--- src/design/qmi_pkg.sv ---
// Package for the quad mask IoU counter: widths, limits and shared types.
// No dependencies; every design file refers to it by scoped names.
package qmi_pkg;

  localparam int IMAGE_DIM   = 2048;
  localparam int CORNERS     = 4;
  localparam int COORD_W     = 13;
  localparam int PIX_W       = 11;
  localparam int COLOUR_W    = 8;
  localparam int CFG_IDX_W   = 4;
  localparam int COUNT_W     = 23;
  localparam int RATIO_SHIFT = 16;
  localparam int RATIO_W     = RATIO_SHIFT + 1;

  // Geometry widths: corner minus pixel fits 14 bits signed, products 28,
  // cross products 29 signed, absolute areas 28, sum of four areas 30.
  localparam int DIFF_W  = COORD_W + 1;
  localparam int PROD_W  = 2 * DIFF_W;
  localparam int CROSS_W = PROD_W + 1;
  localparam int AREA_W  = PROD_W;
  localparam int QAREA_W = AREA_W + 1;
  localparam int SUM_W   = AREA_W + 2;

  // Queue between classifier and tally side.
  localparam int QDEPTH  = 8;
  localparam int QPTR_W  = $clog2(QDEPTH);
  localparam int QCNT_W  = $clog2(QDEPTH + 1);

  localparam int DIV_STEPS = RATIO_W;
  localparam int DIV_CNT_W = $clog2(DIV_STEPS + 1);

  localparam logic [COLOUR_W-1:0] KEY_LEVEL = 8'd255;
  localparam logic [COUNT_W-1:0]  COUNT_MAX = {COUNT_W{1'b1}};

  // Register indexes of the configuration port.
  localparam logic [CFG_IDX_W-1:0] REG_CORNER_A_X = 4'd0;
  localparam logic [CFG_IDX_W-1:0] REG_CORNER_D_Y = 4'd7;

  // Classified pixel passed from front to back.
  typedef struct packed {
    logic in_quad;   // inside image and inside quad
    logic in_truth;  // inside image and colour-keyed
    logic last;      // frame end mark
  } cls_t;

endpackage

--- src/design/qmi_queue.sv ---
// Short queue of classified pixels between front and back ends.
// Uses qmi_pkg for depth and the entry type.
module qmi_queue (
  input  logic          clk,
  input  logic          rst_n,
  input  logic          push,
  input  qmi_pkg::cls_t wdata,
  input  logic          pop,
  output qmi_pkg::cls_t rdata,
  output logic          empty
);

  qmi_pkg::cls_t               mem_r [qmi_pkg::QDEPTH];
  logic [qmi_pkg::QPTR_W-1:0]  wr_r, rd_r;
  logic [qmi_pkg::QCNT_W-1:0]  cnt_r, cnt_nxt;

  assign empty = (cnt_r == '0);
  assign rdata = mem_r[rd_r];

  always_comb begin
    cnt_nxt = cnt_r;
    if (push && !pop) begin
      cnt_nxt = cnt_r + 1'b1;
    end else if (!push && pop) begin
      cnt_nxt = cnt_r - 1'b1;
    end
  end

  always_ff @(posedge clk) begin
    if (!rst_n) begin
      wr_r  <= '0;
      rd_r  <= '0;
      cnt_r <= '0;
    end else begin
      cnt_r <= cnt_nxt;
      if (push) begin
        wr_r <= wr_r + 1'b1;
      end
      if (pop) begin
        rd_r <= rd_r + 1'b1;
      end
    end
  end

  always_ff @(posedge clk) begin
    if (push) begin
      mem_r[wr_r] <= wdata;
    end
  end

endmodule

--- config.mk ---
export PLATFORM = sky130hd
export DESIGN_NAME = qmi_queue
export DESIGN_NICKNAME = d
export VERILOG_FILES = /design/src/design/qmi_pkg.sv /design/src/design/qmi_queue.sv
export SDC_FILE = /design/constraint.sdc
export NUM_CORES = 1
export LEC_CHECK = 0
export BUFFER_PORTS_ARGS = -buffer_cell sky130_fd_sc_hd__buf_2
export CORE_MARGIN = 8
export CORE_UTILIZATION = 55
export DETAILED_ROUTE_END_ITERATION = 7
export GPL_ROUTABILITY_DRIVEN = 1
export PLACE_DENSITY = 0.74
export SLEW_MARGIN = 30
export SYNTH_ARGS = -nofsm -noshare
export SYNTH_HDL_FRONTEND = slang
export SYNTH_SLANG_ARGS = --single-unit
--- constraint.sdc ---
create_clock -name clk -period 2.2 [get_ports clk]
set_input_delay 0.44 -clock clk [delete_from_list [all_inputs] [get_ports clk]]
set_output_delay 0.44 -clock clk [all_outputs]
set_load 0.02 [all_outputs]
==> qor.yml, run 1 <==
sta:
  period_minus_slack_ns: 2.13
  rsz0062_at_grt: "true"
  hold_ws_ns: 0.388
  slew_violations: 0
  clock_skew_ns: 0.00571
  max_freq_ghz: 0.469
  tightestPinTransition_ns: 0.399
  setup_violations: 0
  relSlewSlack_pct: 73.2
  fin_crit_sh_pct: 96.9
  hold_viol: 0
global_route:
  globalRouteTotalUtil_pct: 10.3
  grt_max_degree: 13
  grt-ovfl-total: 0
  antenna_found_initial: 0
  grt_pass1_wl_mm: 3.88
  grt_pass1_vias: 818
synth:
  synth.avg_cell_area_sq_um: 15.2
  seq_area_frac_synth_pct: 63.1
  synthesis.area_sq_mm: 0.00156
  synth_cells: 102
  synth_seq_cells: 37
  synth_top_area_share_pct: 46.3
  synthTopCellsByArea: "edfxtp_1, dfxtp_1, mux4_1, ha_1, and2_1"
  synth_top_area_cell: "edfxtp_1"
  synth.distinct_cells: 24
  synth_nets: 115
  ys_warn_count: 0
placed_design:
  gp_congestion: 0.719
  dpl.hpwl_mm: 1.69
  port_buffers: 10
critical_path:
  crit_slowest_cell: "mux4_2"
  path_delay_family: "multiplexers"
  arrival_ns: 1.69
  r2r-start: "cnt_r[2]"
  cp.depth: 3
  cp-end-kind: "output pin"
  critPathCapture: "rdata[0]"
  cp-start-kind: "register"
  reg2reg_setup_slack_ns: 0.74
  required_ns: 1.76
  cpPeakStageDelay_ns: 0.52
  worstRegToRegCells: 5
  crit_chain: "mux4_2 -> mux2_4 -> buf_6"
  path_class: "register to output pin"
  path_max_fanout: 6
  reg2reg_to: "cnt_r[3]"
  worst-path-buf-inv: 1
drt:
  avgViaCountPerCell: 5.55
  route.detailed.drc: 0
  vias: 821
  drt_first_pass_iters: 4
  wire_per_inst_um: 16.3
  wl_mm: 2.41
  drtIter0Drc: 41
  ant_nets: 0
cts:
  clk_pin_slew_ns: 0.10
  clockRootBuffer: "clkbuf_4"
  clock_sinks: 37
  htree_levels: 2
  clockBufferDepth: 2
  clk_latency_ns: 0.33
  cts_tree: "built"
  cts_buffers: 5
  cts_hold_buffers: 0
power:
  power.share.sequential_pct: 59.9
  powerDensity_mw_per_mm2: 807
  p_int_w: 0.00101
  peakVddDrop_mv: 0.566
  total_leakage_power_nw: 0.613
  pwr-share-clk_pct: 24.1
  power_w: 0.00136
  power_switching_share_pct: 25.3
  switching_power_w: 0.000344
  combPwrFrac_pct: 16.0
final_layout:
  area_growth_pct: 8.29
  drive_above_1_share_pct: 23.1
  antenna-diode-count: 0
  nets: 129
floorplan:
  die_x_um: 69.2
  dieArea_sq_mm: 0.00479
  start_util_pct: 57.4
  core_area_sq_mm: 0.00271
  row_count: 19
  chipHeight_um: 69.2
  num_io_pins: 11
flow_run:
  max_cap_viol_count: 0
min_path:
  hold_class: "primary input to register"
status:
  status: "complete, no violations"
==> sequential cells by signal (all words and copies together), names as in the netlist, named ones only <==
| signal | count |
|---|---|
| mem_r | 24 |
| cnt_r | 4 |
| wr_r | 3 |
| rd_r | 3 |
==> metrics by stage <==
stage | cell area, sq um | setup TNS [ns] | std cells | utilization (%) | setup WS (ns)
floorplan | 1560 | 0 | 102 | - | 0.491
global placement | 1630 | 0 | 140 | 60.0 | 0.220
detailed placement | 1630 | 0 | 140 | 60.0 | 0.184
CTS | 1670 | -0.000581 | 148 | 61.7 | -0.000581
global route | 1680 | -0.0186 | 148 | 62.1 | -0.0128
finish | 1680 | 0 | 148 | 62.1 | 0.0676
==> cell usage after synthesis <==
cell,n
nand2_1,6
fa_1,1
nand2b_1,4
a21oi_1,1
nor2b_1,3
nand3_1,1
mux2i_1,4
and2_1,7
mux2_2,3
nor2_1,7
mux4_1,6
buf_6,1
a211oi_1,1
nor4_1,1
dfxtp_1,13
o21ai_0,1
edfxtp_1,24
xnor2_1,4
xor2_1,2
inv_1,2
ha_1,5
nor3_1,2
a31oi_1,1
clkbuf_1,2
==> how the worst min path moves through the flow <==
stage / start / end / slack [ns] / cells past startpoint
2_1_floorplan: cnt_r[3] / cnt_r[3] / 0.45 / 2
3_3_place_gp: cnt_r[3] / cnt_r[3] / 0.46 / 2
3_5_place_dp: cnt_r[3] / cnt_r[3] / 0.47 / 2
4_1_cts: wdata[1] / mem_r[0][1] / 0.37 / 1
5_1_grt: wdata[1] / mem_r[2][1] / 0.38 / 1
6_report: wdata[1] / mem_r[4][1] / 0.39 / 1
==> routing by layer <==
metal | GRT usage (%) | vias to the layer above | part of all wire [%]
met5 | 0 | - | 0
met4 | 5.47 | 0 | 1.7
met3 | 4.01 | 5 | 4.8
met2 | 16.3 | 21 | 48
met1 | 11.7 | 391 | 45
li1 | - | 404 | -
==> cells by family after synthesis <==
kind of cell / Yosys count / synth area share [%]
DFF: 37 / 63.1
AOI/OAI and AO/OA: 4 / 1.53
and+or+nand+nor: 31 / 10.1
xor gates and xnor gates: 6 / 3.38
muxes: 13 / 14.9
buffers and inverters: 5 / 1.69
adders and majority gates: 6 / 5.31
==> power by group through the flow <==
stage               clock network, W  registers (W)  logic (W)
global route                0.000367       0.000822   0.000242
finish                      0.000327       0.000815   0.000217
detailed placement                 0       0.000828   0.000198
CTS                         0.000339       0.000814   0.000202
global placement                   0       0.000827   0.000191
floorplan                          0       0.000816   0.000154
==> layout by cell type, fill, tap and decap left out, types with 2 or more instances in the layout <==
cell	n
and2_1	7
buf_2	7
buf_6	3
clkbuf_4	5
clkinv_2	2
dfxtp_1	12
edfxtp_1	24
ha_1	5
inv_1	2
mux2_4	2
mux2i_1	4
mux4_2	6
nand2_1	6
nand2b_1	4
nor2_1	7
nor2b_1	3
nor3_1	2
xnor2_1	4
xor2_1	2
==> repair_timing <==
item / in CTS / in global routing
setup endpoints to repair: 3 / 3
buffers inserted: 0 / 0
cloned: 0 / 0
resized for setup: 4 / 12
hold endpoints to repair: 0 / 0
==> layout make-up <==
type                            instances  area, sq um
Tap cell                               31         38.8
Clock inverter                          2         10.0
Inverter                                2         7.51
Clock buffer                            6         41.3
Timing Repair Buffer                   10         68.8
Sequential cell                        37          985
Fill cell                             234         1030
Multi-Input combinational cell         60          533
Power figures use the tool's default switching activity.
==> run 2: changes to the inputs <==
Settings changed: CORE_UTILIZATION 55 to 58, PLACE_DENSITY 0.74 to 0.77.
==> qor.yml, run 2 (same netlist as run 1, synthesis figures left out) <==
power:
  total_leakage_power_nw: 0.617
  powerDensity_mw_per_mm2: 825
  p_int_w: 0.00104
  combPwrFrac_pct: 15.8
  power_w: 0.00140
  switching_power_w: 0.000353
  power.share.sequential_pct: 58.3
  pwr-share-clk_pct: 25.8
  power_switching_share_pct: 25.3
  peakVddDrop_mv: 0.718
critical_path:
  crit_slowest_cell: "mux4_2"
  cp-start-kind: "register"
  cp-end-kind: "output pin"
  path_max_fanout: 6
  cpPeakStageDelay_ns: 0.53
  arrival_ns: 1.72
  path_delay_family: "multiplexers"
  path_class: "register to output pin"
  required_ns: 1.76
  worst-path-buf-inv: 1
  crit_chain: "mux4_2 -> mux2_4 -> buf_6"
drt:
  ant_nets: 0
  wire_per_inst_um: 17.3
  drtIter0Drc: 38
  avgViaCountPerCell: 5.49
  vias: 807
  wl_mm: 2.54
  route.detailed.drc: 0
  drt_first_pass_iters: 4
sta:
  fin_crit_sh_pct: 98.0
  slew_violations: 0
  hold_viol: 0
  rsz0062_at_grt: "true"
  period_minus_slack_ns: 2.16
  hold_ws_ns: 0.368
  clock_skew_ns: 0.00647
  relSlewSlack_pct: 66.0
  tightestPinTransition_ns: 0.506
  max_freq_ghz: 0.464
  setup_violations: 0
final_layout:
  final_core_util_pct: 67.7
  final_common_cell: "edfxtp_1"
  regMostFlops: "mem_r"
  nets: 129
  final_cell_mix: "edfxtp_1, dfxtp_1, nor2_1, and2_1, buf_2"
  final_area_sq_mm: 0.00169
  antenna-diode-count: 0
  largest_reg_flops: 24
  area_growth_pct: 8.77
  reg_top3: "mem_r x24, cnt_r x4"
  drive_above_1_share_pct: 23.1
floorplan:
  start_util_pct: 62.2
  dieArea_sq_mm: 0.00459
  chipHeight_um: 67.8
  core_area_sq_mm: 0.00250
  row_count: 18
  die_x_um: 67.8
  num_io_pins: 11
cts:
  clockBufferDepth: 2
  clockRootBuffer: "clkbuf_4"
  htree_levels: 2
  cts_setup_buffers: 0
  cts_hold_buffers: 0
  clock_sinks: 37
  clk_latency_ns: 0.34
  clk_pin_slew_ns: 0.11
  cts_tree: "built"
  cts_buffers: 5
placed_design:
  port_buffers: 10
  dpl_cell_area_sq_mm: 0.00162
  dpl.hpwl_mm: 1.85
  gp_congestion: 0.662
flow_run:
  max_cap_viol_count: 0
min_path:
  hold_class: "primary input to register"
global_route:
  grt_max_degree: 13
  grt_pass1_wl_mm: 4.39
  antenna_found_initial: 0
  grt-ovfl-total: 0
  grt_pass1_vias: 895
  globalRouteTotalUtil_pct: 13.2
status:
  status: "complete, no violations"
run 2: cell types whose count changed in the layout (fill, tap and decap cells not counted):
cell and delta:
clkbuf_1 -1, clkbuf_8 +1, clkinv_1 +1, clkinv_2 -1
run 2: final timing paths:
path / start / end / cells past startpoint / slack [ns]
setup / recovery: register / rdata[2] / 3 / 0.04
hold / removal: wdata[2] / mem_r[2][2] / 1 / 0.37
setup reg to reg: cnt_r[2] / cnt_r[3] / 5 / 0.80
hold reg to reg: cnt_r[3] / cnt_r[3] / 2 / 0.48
run 2: power groups by stage:
stage / clock network (W) / registers (W) / logic (W)
after CTS: 0.000374 / 0.000814 / 0.000206
final: 0.000360 / 0.000814 / 0.000221
after detailed placement: 0 / 0.000828 / 0.000203
after global routing: 0.000406 / 0.000822 / 0.000243
after floorplan: 0 / 0.000816 / 0.000154
after global placement: 0 / 0.000827 / 0.000189
run 2: area by class of cell:
cell class | instances | area, sq um
clock buffers | 6 | 51.3
clock inverters | 2 | 8.76
fillers | 182 | 808
inverters | 2 | 7.51
multi-input cells | 60 | 533
flip-flops and latches | 37 | 985
well taps | 30 | 37.5
repair buffers | 10 | 68.8
run 2: timing repair:
action                                  4_1_cts  5_1_grt
gates resized for setup                       5       11
cloned                                        0        0
endpoints found under the setup margin        3        3
pin swaps                                     0        0
run 2: stage by stage:
step                      TNS, ns  std cells  worst slack [ns]
after floorplan                 0        102             0.491
after global placement          0        139             0.210
after detailed placement        0        139             0.172
after CTS                 -0.0160        147          -0.00986
after global routing      -0.0633        147           -0.0379
final                           0        147            0.0436
run 2: layer usage:
layer | wire length [um] | part of all wire (%) | track usage (%)
met5 | 0 | 0 | 0
met1 | 1100 | 43 | 14.1
met3 | 105 | 4.1 | 5.96
met4 | 43 | 1.7 | 5.37
met2 | 1290 | 51 | 22.4
run 2: worst reg2reg max path, stage by stage, from the launching register on:
cell      delay, ns
dfxtp_1        0.34
ha_1           0.34
a21oi_1        0.19
a211oi_1       0.10
a31oi_1        0.18
mux2i_1        0.19
==> run 3: changes to the inputs <==
Settings changed: CELL_PAD_IN_SITES_DETAIL_PLACEMENT from default to 1, CELL_PAD_IN_SITES_GLOBAL_PLACEMENT from default to 1, CORE_UTILIZATION 58 to 49, PLACE_DENSITY 0.77 to default, PLACE_DENSITY_LB_ADDON from default to 0.1.
==> qor.yml, run 3 (same netlist as run 1, synthesis figures left out) <==
status:
  status: "complete, no violations"
drt:
  drtIter0Drc: 64
  wl_mm: 2.85
  route.detailed.drc: 0
  drt_first_pass_iters: 4
  vias: 847
  avgViaCountPerCell: 5.26
  wire_per_inst_um: 17.7
  ant_nets: 0
sta:
  relSlewSlack_pct: 68.4
  hold_viol: 0
  setup_violations: 0
  tightestPinTransition_ns: 0.470
  slew_violations: 0
  fin_crit_sh_pct: 97.6
  rsz0062_at_grt: "true"
  period_minus_slack_ns: 2.15
  clock_skew_ns: 0.00261
  fin_setup_tns_ns: 0
  max_freq_ghz: 0.466
global_route:
  globalRouteTotalUtil_pct: 12.2
  grt_pass1_wl_mm: 4.67
  grt_pass1_vias: 923
  antenna_found_initial: 0
  grt-ovfl-total: 0
  grt_max_degree: 13
final_layout:
  antenna-diode-count: 0
  final_common_cell: "edfxtp_1"
  final_area_sq_mm: 0.00172
  drive_above_1_share_pct: 22.2
  area_growth_pct: 10.9
  final_cell_mix: "edfxtp_1, dfxtp_1, nor2_1, and2_1, buf_2"
  reg_top3: "mem_r x24, cnt_r x4"
  regMostFlops: "mem_r"
  num-fill-cells: 307
  largest_reg_flops: 24
  nets: 129
power:
  total_leakage_power_nw: 0.621
  peakVddDrop_mv: 0.566
  powerDensity_mw_per_mm2: 862
critical_path:
  worst-path-buf-inv: 1
  arrival_ns: 1.71
  required_ns: 1.76
  cpPeakStageDelay_ns: 0.53
  cp-start-kind: "register"
  path_max_fanout: 6
  path_delay_family: "multiplexers"
  crit_chain: "mux4_2 -> mux2_2 -> buf_6"
  path_class: "register to output pin"
  cp-end-kind: "output pin"
  crit_slowest_cell: "mux4_2"
floorplan:
  num_io_pins: 11
  chipHeight_um: 72.3
  core_area_sq_mm: 0.00303
  die_x_um: 72.3
  dieArea_sq_mm: 0.00523
  row_count: 20
  start_util_pct: 51.4
cts:
  clockRootBuffer: "clkbuf_4"
  cts_resized: 6
  clk_pin_slew_ns: 0.10
  clk_latency_ns: 0.33
  clockBufferDepth: 2
  cts_tree: "built"
  htree_levels: 2
  cts_hold_buffers: 0
  clock_sinks: 37
  cts_buffers: 5
  cts_setup_buffers: 0
placed_design:
  dpl.hpwl_mm: 2.10
  gp_congestion: 0.732
  port_buffers: 10
  dpl_cell_area_sq_mm: 0.00164
flow_run:
  max_cap_viol_count: 0
min_path:
  hold_class: "primary input to register"
==> run 3: path summary, 6_finish.rpt <==
kind	from	depth (start not counted)	end	slack, ns
min	wdata[2]	1	mem_r[1][2]	0.39
max reg2reg	cnt_r[2]	5	cnt_r[3]	0.76
min reg2reg	cnt_r[3]	2	cnt_r[3]	0.48
max	register	3	rdata[0]	0.05
==> run 3: final cells by class <==
class / instances / area [sq um] / share of cell area, %
clock buffer: 6 / 41.3 / 2.39
clock inverter: 2 / 33.8 / 1.96
inverter: 2 / 7.51 / 0.435
multi-input combinational: 60 / 533 / 30.9
sequential: 37 / 985 / 57.1
tap: 44 / 55.1 / 3.19
timing repair buffer: 10 / 68.8 / 3.99
==> run 3: report_power, final <==
part	switching [W]	leakage, nW	internal (W)	total (W)
clock network	0.000212	0.0399	0.000237	0.000449
registers	0.0000395	0.326	0.000777	0.000817
logic	0.000106	0.255	0.000116	0.000222
==> run 3: worst register-to-register path: stages (launching register included) <==
cell and delay [ns]:
dfxtp_1 0.35, ha_1 0.35, a21oi_1 0.20, a211oi_1 0.10, a31oi_1 0.18, mux2i_1 0.19
==> run 3: metal layers <==
metal	GRT usage, %	wire length, um	up-vias
met5	0	0	-
met4	6.58	49	0
met3	4.82	123	6
met2	19.7	1410	18
met1	13.5	1270	422
li1	-	-	401
==> run 3: through the flow <==
| step | utilization (%) | power [W] | hold WS [ns] | cells | setup slack [ns] |
|---|---|---|---|---|---|
| after detailed placement | 54.2 | 0.00104 | 0.473 | 153 | 0.188 |
| after global routing | 56.9 | 0.00155 | 0.376 | 161 | -0.0238 |
| after floorplan | - | 0.000970 | 0.446 | 102 | 0.491 |
| final | 56.9 | 0.00149 | 0.386 | 161 | 0.0534 |
| after CTS | 56.3 | 0.00149 | 0.374 | 161 | -0.00305 |
| after global placement | 54.2 | 0.00102 | 0.463 | 153 | 0.195 |
