File: src/design/qmi_pkg.sv
// Package for the quad mask IoU counter: widths, limits and shared types.
// No dependencies; every design file refers to it by scoped names.
package qmi_pkg;

  localparam int IMAGE_DIM   = 2048;
  localparam int CORNERS     = 4;
  localparam int COORD_W     = 13;
  localparam int PIX_W       = 11;
  localparam int COLOUR_W    = 8;
  localparam int CFG_IDX_W   = 4;
  localparam int COUNT_W     = 23;
  localparam int RATIO_SHIFT = 16;
  localparam int RATIO_W     = RATIO_SHIFT + 1;

  // Geometry widths: corner minus pixel fits 14 bits signed, products 28,
  // cross products 29 signed, absolute areas 28, sum of four areas 30.
  localparam int DIFF_W  = COORD_W + 1;
  localparam int PROD_W  = 2 * DIFF_W;
  localparam int CROSS_W = PROD_W + 1;
  localparam int AREA_W  = PROD_W;
  localparam int QAREA_W = AREA_W + 1;
  localparam int SUM_W   = AREA_W + 2;

  // Queue between classifier and tally side.
  localparam int QDEPTH  = 8;
  localparam int QPTR_W  = $clog2(QDEPTH);
  localparam int QCNT_W  = $clog2(QDEPTH + 1);

  localparam int DIV_STEPS = RATIO_W;
  localparam int DIV_CNT_W = $clog2(DIV_STEPS + 1);

  localparam logic [COLOUR_W-1:0] KEY_LEVEL = 8'd255;
  localparam logic [COUNT_W-1:0]  COUNT_MAX = {COUNT_W{1'b1}};

  // Register indexes of the configuration port.
  localparam logic [CFG_IDX_W-1:0] REG_CORNER_A_X = 4'd0;
  localparam logic [CFG_IDX_W-1:0] REG_CORNER_D_Y = 4'd7;

  // Classified pixel passed from front to back.
  typedef struct packed {
    logic in_quad;   // inside image and inside quad
    logic in_truth;  // inside image and colour-keyed
    logic last;      // frame end mark
  } cls_t;

endpackage

File: src/design/qmi_back.sv
// Back end: saturating tallies, per-frame ratio by restoring division and
// the result register. Uses qmi_pkg.
module qmi_back (
  input  logic                         clk,
  input  logic                         rst_n,
  input  logic                         q_empty,
  input  qmi_pkg::cls_t                q_rdata,
  output logic                         q_pop,
  output logic                         out_empty,
  input  logic                         out_pop,
  output logic [qmi_pkg::COUNT_W-1:0]  out_overlap_count,
  output logic [qmi_pkg::COUNT_W-1:0]  out_union_count,
  output logic [qmi_pkg::RATIO_W-1:0]  out_iou_ratio
);

  localparam int CW = qmi_pkg::COUNT_W;
  localparam logic ST_RUN = 1'b0;
  localparam logic ST_DIV = 1'b1;

  logic                            st_r, st_nxt;
  logic [CW-1:0]                   ovt_r, unt_r, ovt_inc, unt_inc;
  logic [CW-1:0]                   sov_r, sun_r;
  logic [CW:0]                     rem_r, rem_sub;
  logic [qmi_pkg::RATIO_W-1:0]     quo_r;
  logic [qmi_pkg::DIV_CNT_W-1:0]   dcnt_r;
  logic                            qbit, div_done;
  logic                            ov_r;

  function automatic logic [CW-1:0] sat_inc(input logic [CW-1:0] v);
    return (v == qmi_pkg::COUNT_MAX) ? v : v + 1'b1;
  endfunction

  assign q_pop    = (st_r == ST_RUN) && !q_empty;
  assign ovt_inc  = (q_rdata.in_quad && q_rdata.in_truth) ? sat_inc(ovt_r) : ovt_r;
  assign unt_inc  = (q_rdata.in_quad || q_rdata.in_truth) ? sat_inc(unt_r) : unt_r;
  assign div_done = (dcnt_r == qmi_pkg::DIV_CNT_W'(qmi_pkg::DIV_STEPS));

  // remainder stays below twice the divisor, so one compare-subtract a step
  assign qbit    = (rem_r >= {1'b0, sun_r});
  assign rem_sub = qbit ? rem_r - {1'b0, sun_r} : rem_r;

  always_comb begin
    st_nxt = st_r;
    unique case (st_r)
      ST_RUN: if (q_pop && q_rdata.last) st_nxt = ST_DIV;
      ST_DIV: if (div_done && !ov_r) st_nxt = ST_RUN;
      default: st_nxt = ST_RUN;
    endcase
  end

  always_ff @(posedge clk) begin
    if (!rst_n) begin
      st_r   <= ST_RUN;
      ovt_r  <= '0;
      unt_r  <= '0;
      ov_r   <= 1'b0;
      dcnt_r <= '0;
    end else begin
      st_r <= st_nxt;
      if (q_pop) begin
        if (q_rdata.last) begin
          ovt_r <= '0;
          unt_r <= '0;
        end else begin
          ovt_r <= ovt_inc;
          unt_r <= unt_inc;
        end
      end
      if (q_pop && q_rdata.last) begin
        dcnt_r <= '0;
      end else if (st_r == ST_DIV && !div_done) begin
        dcnt_r <= dcnt_r + 1'b1;
      end
      if (st_r == ST_DIV && div_done && !ov_r) begin
        ov_r <= 1'b1;
      end else if (out_pop && ov_r) begin
        ov_r <= 1'b0;
      end
    end
  end

  always_ff @(posedge clk) begin
    if (q_pop && q_rdata.last) begin
      sov_r <= ovt_inc;
      sun_r <= unt_inc;
      rem_r <= {1'b0, ovt_inc};
      quo_r <= '0;
    end else if (st_r == ST_DIV && !div_done) begin
      rem_r <= {rem_sub[CW-1:0], 1'b0};
      quo_r <= {quo_r[qmi_pkg::RATIO_W-2:0], qbit};
    end
    if (st_r == ST_DIV && div_done && !ov_r) begin
      out_overlap_count <= sov_r;
      out_union_count   <= sun_r;
      out_iou_ratio     <= (sun_r == '0) ? '0 : quo_r;
    end
  end

  assign out_empty = !ov_r;

endmodule

File: config.mk
export PLATFORM = sky130hd
export DESIGN_NAME = qmi_back
export DESIGN_NICKNAME = d
export VERILOG_FILES = /design/src/design/qmi_pkg.sv /design/src/design/qmi_back.sv
export SDC_FILE = /design/constraint.sdc
export NUM_CORES = 1
export LEC_CHECK = 0
export ABC_AREA = 1
export BUFFER_PORTS_ARGS = -buffer_cell sky130_fd_sc_hd__buf_2
export CORE_ASPECT_RATIO = 0.6
export CORE_UTILIZATION = 30
export CTS_CLUSTER_SIZE = 40
export DETAILED_ROUTE_END_ITERATION = 16
export PLACE_DENSITY = 0.52
export SYNTH_ARGS = -nofsm -noshare
export SYNTH_HDL_FRONTEND = slang
export SYNTH_SLANG_ARGS = --single-unit
File: constraint.sdc
create_clock -name clk -period 18.35 [get_ports clk]
set_clock_uncertainty 0.1 [all_clocks]
set_input_delay 0.9175 -clock clk [delete_from_list [all_inputs] [get_ports clk]]
set_output_delay 0.9175 -clock clk [all_outputs]
set_load 0.02 [all_outputs]
==> flow_metrics.py, run 1 <==
metrics = {
    "status": {
        "outcome": "complete, no violations",
    },
    "route": {
        "wl_mm": 31.1,
        "vias": 9061,
        "ant_nets": 0,
        "drt-initial-drc-count": 912,
        "wl_per_cell_um": 16.1,
        "vias_per_cell": 4.69,
        "firstDrtPassIters": 6,
        "drc": 0,
    },
    "synth": {
        "synth_most_common_cell": "nand2_1",
        "synth_top_cells_by_count": "438 x nand2_1, 224 x inv_1, 132 x edfxtp_1, 115 x nand3_1, 94 x nor2_1",
        "async_flop_share_pct": 0,
        "ys_types": 47,
        "syn-num-nets": 1414,
        "post_synth_instance_area_um2": 11000,
        "avgSynthCellArea_um2": 7.97,
        "yosysSeqAreaShare_pct": 49.0,
        "netlist.top_cell.by_area": "edfxtp_1",
        "yosys_warnings": 0,
        "yosys.area.top_type_share_pct": 36.1,
        "ys_ff_latch": 203,
        "synthCells": 1379,
        "synth_edf_count": 132,
        "ys_top_cells_by_area": "edfxtp_1 36%, nand2_1 15%, dfxtp_1 13%",
        "synthFlopType": "edfxtp_1",
    },
    "sta": {
        "finalHoldViolCount": 0,
        "setup-violations-final": 0,
        "rsz0062_at_grt": "false",
        "drv_slew": 0,
        "min_period_ns": 3.42,
        "relSlewSlack_pct": 22.7,
        "tightest_slew_ns": 1.16,
        "finalCritPeriodShare_pct": 18.6,
        "timing.fmax_mhz": 293,
        "finalSetupTns_ns": 0,
    },
    "cells_and_area": {
        "num-nets-final": 1481,
        "postLayoutCellArea_um2": 12700,
        "antenna_cells": 0,
        "regArea_um2": 5390,
        "drive_above_1_share_pct": 11.8,
        "synthToLayoutAreaGrowth_pct": 15.1,
        "multi_input_area_um2": 4560,
        "fill_cells": 3732,
        "instances_no_fill": 1930,
    },
    "cts": {
        "postCtsSetupBuffers": 0,
        "cts_max_level": 1,
        "cts_resized": 0,
        "cts_buffers": 23,
        "cts_num_sinks": 203,
        "root_buffer": "clkbuf_16",
        "cts_tree": "built",
        "clk_pin_slew_ns": 0.06,
        "clkLatencyLatePin_ns": 0.52,
        "cts_buffer_depth": 3,
        "postCtsHoldBufs": 0,
    },
    "critical_path": {
        "crit_fanout": 41,
        "required_ns": 18.51,
        "worstSetupPathType": "reg -> reg",
        "startpoint_type": "register",
        "r2r_end": "rem_r[4]",
        "arrival_ns": 3.58,
        "ff2ff_setup_slack_ns": 14.93,
        "rr_worst_depth": 12,
        "timing.rr.start": "rem_r[0]",
        "cp-end-kind": "register",
    },
    "worst_hold_path": {
        "worstHoldEndpoint": "out_overlap_count[17]",
        "worstHoldStart": "sov_r[17]",
        "holdPathStages": 0,
        "worst_hold_path_type": "reg -> reg",
    },
    "power": {
        "peakVddDrop_mv": 0.0471,
        "power_frac_comb_pct": 22.6,
        "p_leak_nw": 5.44,
        "power.switching_uw": 421,
        "p_int_uw": 946,
        "switching_share_pct": 30.8,
        "clkPwrFrac_pct": 37.5,
        "power_density_nw_per_um2": 108,
        "fin_total_pwr_mw": 1.37,
        "seqPwrFrac_pct": 39.9,
    },
    "floorplan": {
        "num_io_pins": 72,
        "num_rows": 53,
        "start_util_pct": 30.9,
        "die_y_um": 150,
        "core_um2": 35500,
        "die_area_um2": 37400,
        "fp.dieW_um": 249,
    },
    "global_routing": {
        "grt_pass1_wl_mm": 48.4,
        "grt_pass1_vias": 8263,
        "grt_max_degree": 70,
        "overflow": 0,
        "antenna_found_initial": 0,
        "grt_usage_pct": 16.7,
    },
    "place": {
        "routabilityCongestion": 0.949,
        "postPlaceCellArea_um2": 11800,
        "dp_hpwl_mm": 23.2,
        "io_buffer_count": 71,
        "dp_cells": 1888,
    },
    "flow_run": {
        "drv_cap": 0,
    },
}
-- kinds of logic (layout without fill, tap and decap cells) --
logic type | Yosys count | in the layout | synth area share [%]
fa+ha+maj | 28 | 28 | 3.26
xor+xnor | 35 | 35 | 2.86
flops | 203 | 203 | 49.0
buf+inv | 268 | 352 | 9.57
simple gates | 722 | 722 | 28.5
compound gates | 123 | 123 | 6.80
-- placed cells by master, fill, tap and decap left out, types with 24 or more instances in the layout --
cell type,count
a21oi_1,57
buf_2,71
dfxtp_1,71
edfxtp_1,132
ha_1,27
inv_1,223
nand2_1,438
nand3_1,115
nor2_1,93
xor2_1,24
-- worst max-delay path, stage by stage (launching register included) --
cell and delay [ns]:
edfxtp_1 0.39, inv_1 0.07, ha_1 0.17, fa_1 0.25, inv_1 0.08, nand3_1 0.07, nand3_1 0.18, nand2_1 0.13
nand3_1 0.11, nand2_2 0.15, nand3_2 0.67, o211ai_1 0.67, nand2_1 0.10
-- routing by layer --
metal  track usage, %  share of wire [%]  vias up  wire (um)
li1                 -                  -     4559          -
met1             26.9                 53     4195      16700
met4             2.72                1.4        0        440
met3             3.08                7.5       33       2330
met5                0                  0        -          0
met2             22.8                 38      274      11700
-- through the flow --
step	util [%]	hold slack, ns	setup WS, ns
final	35.6	0.319	14.93
after floorplan	-	0.300	12.38
after global placement	33.2	0.304	15.03
after detailed placement	33.2	0.307	14.95
after global routing	35.6	0.336	14.64
after CTS	35.6	0.321	15.06
-- power groups by stage --
stage	sequential [mW]	combinational [mW]	clock, mW
5_1_grt	0.548	0.350	0.541
6_report	0.546	0.309	0.513
2_1_floorplan	0.543	0.228	0
4_1_cts	0.544	0.303	0.524
3_5_place_dp	0.554	0.301	0
3_3_place_gp	0.554	0.301	0
-- layout make-up --
type,count,area share [%]
flip-flops and latches,203,42.6
inverters,231,6.85
clock inverters,10,1.65
clock buffers,32,4.97
repair buffers,79,3.28
multi-input cells,908,36.1
well taps,467,4.62
-- sequential cells by signal, indices dropped and copies added (netlist names) --
name,count
sun_r,23
sov_r,23
ovt_r,23
out_overlap_count,23
st_r,1
unt_r,23
out_union_count,23
dcnt_r,5
rem_r,24
quo_r,17
out_iou_ratio,17
ov_r,1
-- how the worst max path moves through the flow --
stage | from | to | slack [ns]
CTS | rem_r[0] | rem_r[4] | 15.06
global placement | q_rdata[2] | rem_r[18] | 15.03
global route | rem_r[0] | rem_r[4] | 14.64
detailed placement | q_rdata[2] | rem_r[18] | 14.95
floorplan | dcnt_r[0] | out_iou_ratio[0] | 12.38
finish | rem_r[0] | rem_r[4] | 14.93
Power figures use the tool's default switching activity.
==> run 2: changes to the inputs <==
PLACE_DENSITY = 0.54   (was 0.52)
clock period = 2.85 ns   (was 18.35 ns; I/O delays follow)
==> flow_metrics.py, run 2 (synthesis results as in run 1) <==
metrics = {
    "flow_run": {
        "drv_cap": 0,
    },
    "worst_hold_path": {
        "worst_hold_path_type": "in -> reg",
        "holdPathStages": 3,
        "worstHoldStart": "rst_n",
        "worstHoldEndpoint": "dcnt_r[0]",
    },
    "global_routing": {
        "grt_usage_pct": 17.3,
        "grt_max_degree": 69,
        "grt_pass1_wl_mm": 49.9,
        "antenna_found_initial": 0,
        "grt_pass1_vias": 8454,
        "overflow": 0,
    },
    "route": {
        "drt-initial-drc-count": 884,
        "firstDrtPassIters": 5,
        "drc": 0,
        "wl_per_cell_um": 16.4,
        "ant_nets": 0,
        "vias": 9110,
        "wl_mm": 31.9,
        "vias_per_cell": 4.68,
    },
    "floorplan": {
        "num_io_pins": 72,
        "core_um2": 35500,
        "start_util_pct": 30.9,
        "num_rows": 53,
        "fp.dieW_um": 249,
        "die_area_um2": 37400,
        "die_y_um": 150,
    },
    "cells_and_area": {
        "layout.cells.most_common": "nand2_1",
        "utilization_pct": 35.9,
        "largest-register": "rem_r",
        "antenna_cells": 0,
        "synthToLayoutAreaGrowth_pct": 16.2,
        "postLayoutCellArea_um2": 12800,
        "instances_no_fill": 1948,
        "drive_above_1_share_pct": 13.4,
        "largest_reg_flops": 24,
        "num-nets-final": 1500,
        "final_cell_mix": "438 x nand2_1, 223 x inv_1, 132 x edfxtp_1",
    },
    "place": {
        "io_buffer_count": 71,
        "postPlaceCellArea_um2": 12000,
        "routabilityCongestion": 0.910,
        "dp_hpwl_mm": 24.0,
        "dp_cells": 1906,
        "place_ws_ns": 0.182,
    },
    "cts": {
        "cts_tree": "built",
        "clkLatencyLatePin_ns": 0.53,
        "root_buffer": "clkbuf_16",
        "cts_buffers": 22,
        "clk_pin_slew_ns": 0.07,
        "cts_buffer_depth": 3,
        "cts_max_level": 1,
        "cts_num_sinks": 203,
    },
    "sta": {
        "rsz0062_at_grt": "false",
        "timing.hold.ws_ns": 0.0173,
        "min_period_ns": 2.67,
        "finalSetupTns_ns": 0,
        "setup-violations-final": 0,
        "finalHoldViolCount": 0,
        "relSlewSlack_pct": 50.6,
        "finalCritPeriodShare_pct": 93.7,
        "drv_slew": 0,
        "timing.fmax_mhz": 374,
        "tightest_slew_ns": 0.740,
        "fin_ws_ns": 0.180,
    },
    "critical_path": {
        "ff2ff_setup_slack_ns": 0.18,
        "crit_fanout": 29,
        "cp_common_cell": "nand3_1",
        "arrival_ns": 2.87,
        "r2r_end": "rem_r[13]",
        "required_ns": 3.05,
        "startpoint_type": "register",
        "rr_worst_depth": 13,
        "timing.rr.start": "sun_r[0]",
        "max_stage_delay_ns": 0.44,
        "slowest_stage": "edfxtp_1",
        "path_cells": "ha_2, fa_1, inv_1, nand3_1, nand3_1, nand2_1, nand3_1, nand2_2, nand3_2, buf_12, nand3_1, nand3_1, nand2_1",
        "cp-end-kind": "register",
        "worstSetupPathType": "reg -> reg",
    },
    "power": {
        "fin_total_pwr_mw": 8.66,
        "p_leak_nw": 5.51,
        "power_density_nw_per_um2": 678,
        "peakVddDrop_mv": 0.327,
    },
    "status": {
        "outcome": "complete, no violations",
    },
}
==> run 2: how the worst max path moves through the flow <==
stage | start | to | depth (start not counted)
2_1_floorplan | dcnt_r[1] | out_iou_ratio[0] | 4
3_3_place_gp | sun_r[0] | rem_r[13] | 13
3_5_place_dp | sun_r[0] | rem_r[13] | 13
4_1_cts | sun_r[0] | rem_r[13] | 13
5_1_grt | rem_r[10] | rem_r[9] | 13
6_report | sun_r[0] | rem_r[13] | 13
==> run 2: worst max-delay path, delay by kind of cell (launching register included) <==
kind                       cells  cell delay (ns)
adders and majority gates      2             0.66
buffers and inverters          2             0.28
DFF                            1             0.44
and+or+nand+nor                9             0.94
==> run 2: routing by layer <==
| layer | part of all wire (%) | GRT usage (%) | routed length (um) | vias to the layer above |
|---|---|---|---|---|
| li1 | - | - | - | 4595 |
| met1 | 53 | 27.5 | 17100 | 4256 |
| met2 | 37 | 23.3 | 11900 | 219 |
| met3 | 7.5 | 3.68 | 2410 | 40 |
| met4 | 1.8 | 3.49 | 577 | 0 |
| met5 | 0 | 0 | 0 | - |
==> run 2: area by class of cell <==
cell class	count	area, um^2
Tap cell	467	584
Clock inverter	18	210
Multi-Input combinational cell	908	4580
Inverter	231	867
Fill cell	3779	22800
Sequential cell	203	5390
Timing Repair Buffer	99	593
Clock buffer	22	551
==> run 2: power breakdown <==
part	internal, mW	switching (mW)	total, mW
Sequential	3.37	0.135	3.50
Clock	1.79	1.26	3.05
Combinational	0.716	1.40	2.11
==> run 2: timing repair <==
action,4_1_cts,5_1_grt
resized for setup,0,2
hold buffers,1,0
endpoints found under the setup margin,0,2
endpoints found under the hold margin,1,0
buffers inserted,0,1
==> run 3: changes to the inputs <==
CORE_MARGIN = 2   (was default)
PLACE_DENSITY = 0.52   (was 0.54)
clock period = 3.4 ns   (was 2.85 ns; I/O delays follow)
==> flow_metrics.py, run 3 (synthesis results as in run 1) <==
metrics = {
    "critical_path": {
        "ff2ff_setup_slack_ns": 0.36,
        "timing.rr.start": "sun_r[0]",
        "arrival_ns": 3.23,
        "cp-end-kind": "register",
        "startpoint_type": "register",
        "r2r_end": "rem_r[10]",
        "rr_worst_depth": 13,
        "crit_fanout": 24,
        "startpoint": "sun_r[0]",
        "required_ns": 3.59,
        "crit_end": "rem_r[10]",
        "worstSetupPathType": "reg -> reg",
    },
    "cts": {
        "cts_tree": "built",
        "cts_buffer_depth": 3,
        "postCtsSetupBuffers": 0,
        "clk_pin_slew_ns": 0.07,
        "cts_max_level": 1,
        "root_buffer": "clkbuf_16",
        "cts_resized": 0,
        "clkLatencyLatePin_ns": 0.54,
        "postCtsHoldBufs": 1,
        "cts_num_sinks": 203,
        "cts_buffers": 23,
    },
    "power": {
        "peakVddDrop_mv": 0.303,
        "power_density_nw_per_um2": 570,
        "p_leak_nw": 5.47,
    },
    "cells_and_area": {
        "largest_reg_flops": 24,
        "layout.cells.most_common": "nand2_1",
        "num-nets-final": 1491,
        "antenna_cells": 0,
        "instances_no_fill": 1949,
        "synthToLayoutAreaGrowth_pct": 15.6,
        "drive_above_1_share_pct": 12.5,
        "largest-register": "rem_r",
        "fill_cells": 3792,
        "final_cell_mix": "438 x nand2_1, 223 x inv_1, 132 x edfxtp_1",
        "postLayoutCellArea_um2": 12700,
    },
    "route": {
        "wl_mm": 31.7,
        "drc": 0,
        "wl_met3_mm": 2.48,
        "wl_met1_mm": 16.7,
        "topRoutingLayerUsed": "met4",
        "met2WireLength_mm": 12.0,
        "drt-initial-drc-count": 780,
        "firstDrtPassIters": 5,
        "ant_nets": 0,
        "vias_per_cell": 4.68,
        "vias": 9117,
        "wl_per_cell_um": 16.3,
    },
    "worst_hold_path": {
        "worst_hold_path_type": "in -> reg",
        "worstHoldStart": "rst_n",
        "holdPathStages": 3,
    },
    "global_routing": {
        "grt_usage_pct": 16.7,
        "grt_pass1_vias": 8531,
        "grt_pass1_wl_mm": 49.9,
        "grt_max_degree": 47,
        "overflow": 0,
        "antenna_found_initial": 0,
    },
    "sta": {
        "finalHoldViolCount": 0,
        "setup-violations-final": 0,
        "finalSetupTns_ns": 0,
        "tightest_slew_ns": 0.700,
        "min_period_ns": 3.04,
        "rsz0062_at_grt": "false",
        "drv_slew": 0,
        "relSlewSlack_pct": 53.3,
        "fin_ws_ns": 0.361,
        "timing.fmax_mhz": 329,
        "finalCritPeriodShare_pct": 89.4,
    },
    "place": {
        "routabilityCongestion": 0.915,
        "io_buffer_count": 71,
        "postPlaceCellArea_um2": 11900,
        "place_ws_ns": 0.427,
        "dp_cells": 1906,
        "dp_hpwl_mm": 23.8,
    },
    "floorplan": {
        "die_y_um": 152,
        "fp.dieW_um": 251,
        "die_area_um2": 38200,
        "num_rows": 54,
        "start_util_pct": 30.4,
        "num_io_pins": 72,
        "core_um2": 36200,
    },
    "status": {
        "outcome": "complete, no violations",
    },
    "flow_run": {
        "drv_cap": 0,
    },
}
-- run 3: changes by cell type in the layout (fill, tap and decap cells not counted), sizes merged --
cell / change
buf: -10
clkbuf: +6
clkinv: -3
inv: -1
-- run 3: power breakdown --
part	internal, mW	switching, mW	total [mW]
clock network	1.57	1.06	2.63
logic	0.550	1.13	1.68
registers	2.82	0.109	2.93
-- run 3: through the flow --
stage / power [mW] / utilization, % / hold WS (ns)
floorplan: 4.16 / - / 0.267
CTS: 7.29 / 35.1 / 0.0243
detailed placement: 4.63 / 32.9 / 0.305
global route: 7.66 / 35.1 / 0.0381
finish: 7.24 / 35.1 / 0.0245
global placement: 4.63 / 32.9 / 0.306
-- run 3: cell type report --
class,count,area (um^2),area share [%]
clock inverter,14,194,1.53
sequential,203,5390,42.4
tap,476,596,4.69
multi-input combinational,908,4570,35.9
clock buffer,28,594,4.68
timing repair buffer,89,505,3.98
inverter,231,867,6.82
-- run 3: worst min-delay path by stage --
stage / slack [ns] / endpoint
after floorplan: 0.27 / ov_r
after global placement: 0.31 / out_overlap_count[8]
after detailed placement: 0.31 / out_overlap_count[18]
after CTS: 0.02 / dcnt_r[0]
after global routing: 0.04 / dcnt_r[4]
final: 0.02 / dcnt_r[4]
-- run 3: metal layers --
layer	up-vias	GRT usage (%)
met2	241	22.3
li1	4587	-
met4	0	2.83
met5	-	0.124
met1	4258	26.6
met3	31	4.54
-- run 3: worst max-delay path: stages, from the launching register on --
cell      delay, ns
edfxtp_1       0.42
ha_1           0.27
fa_1           0.41
inv_1          0.10
nand3_1        0.07
nand3_1        0.16
nand2_1        0.09
nand3_1        0.10
nand2_2        0.11
nand3_2        0.41
buf_4          0.28
nand2_1        0.07
o211ai_1       0.11
nand2_1        0.07
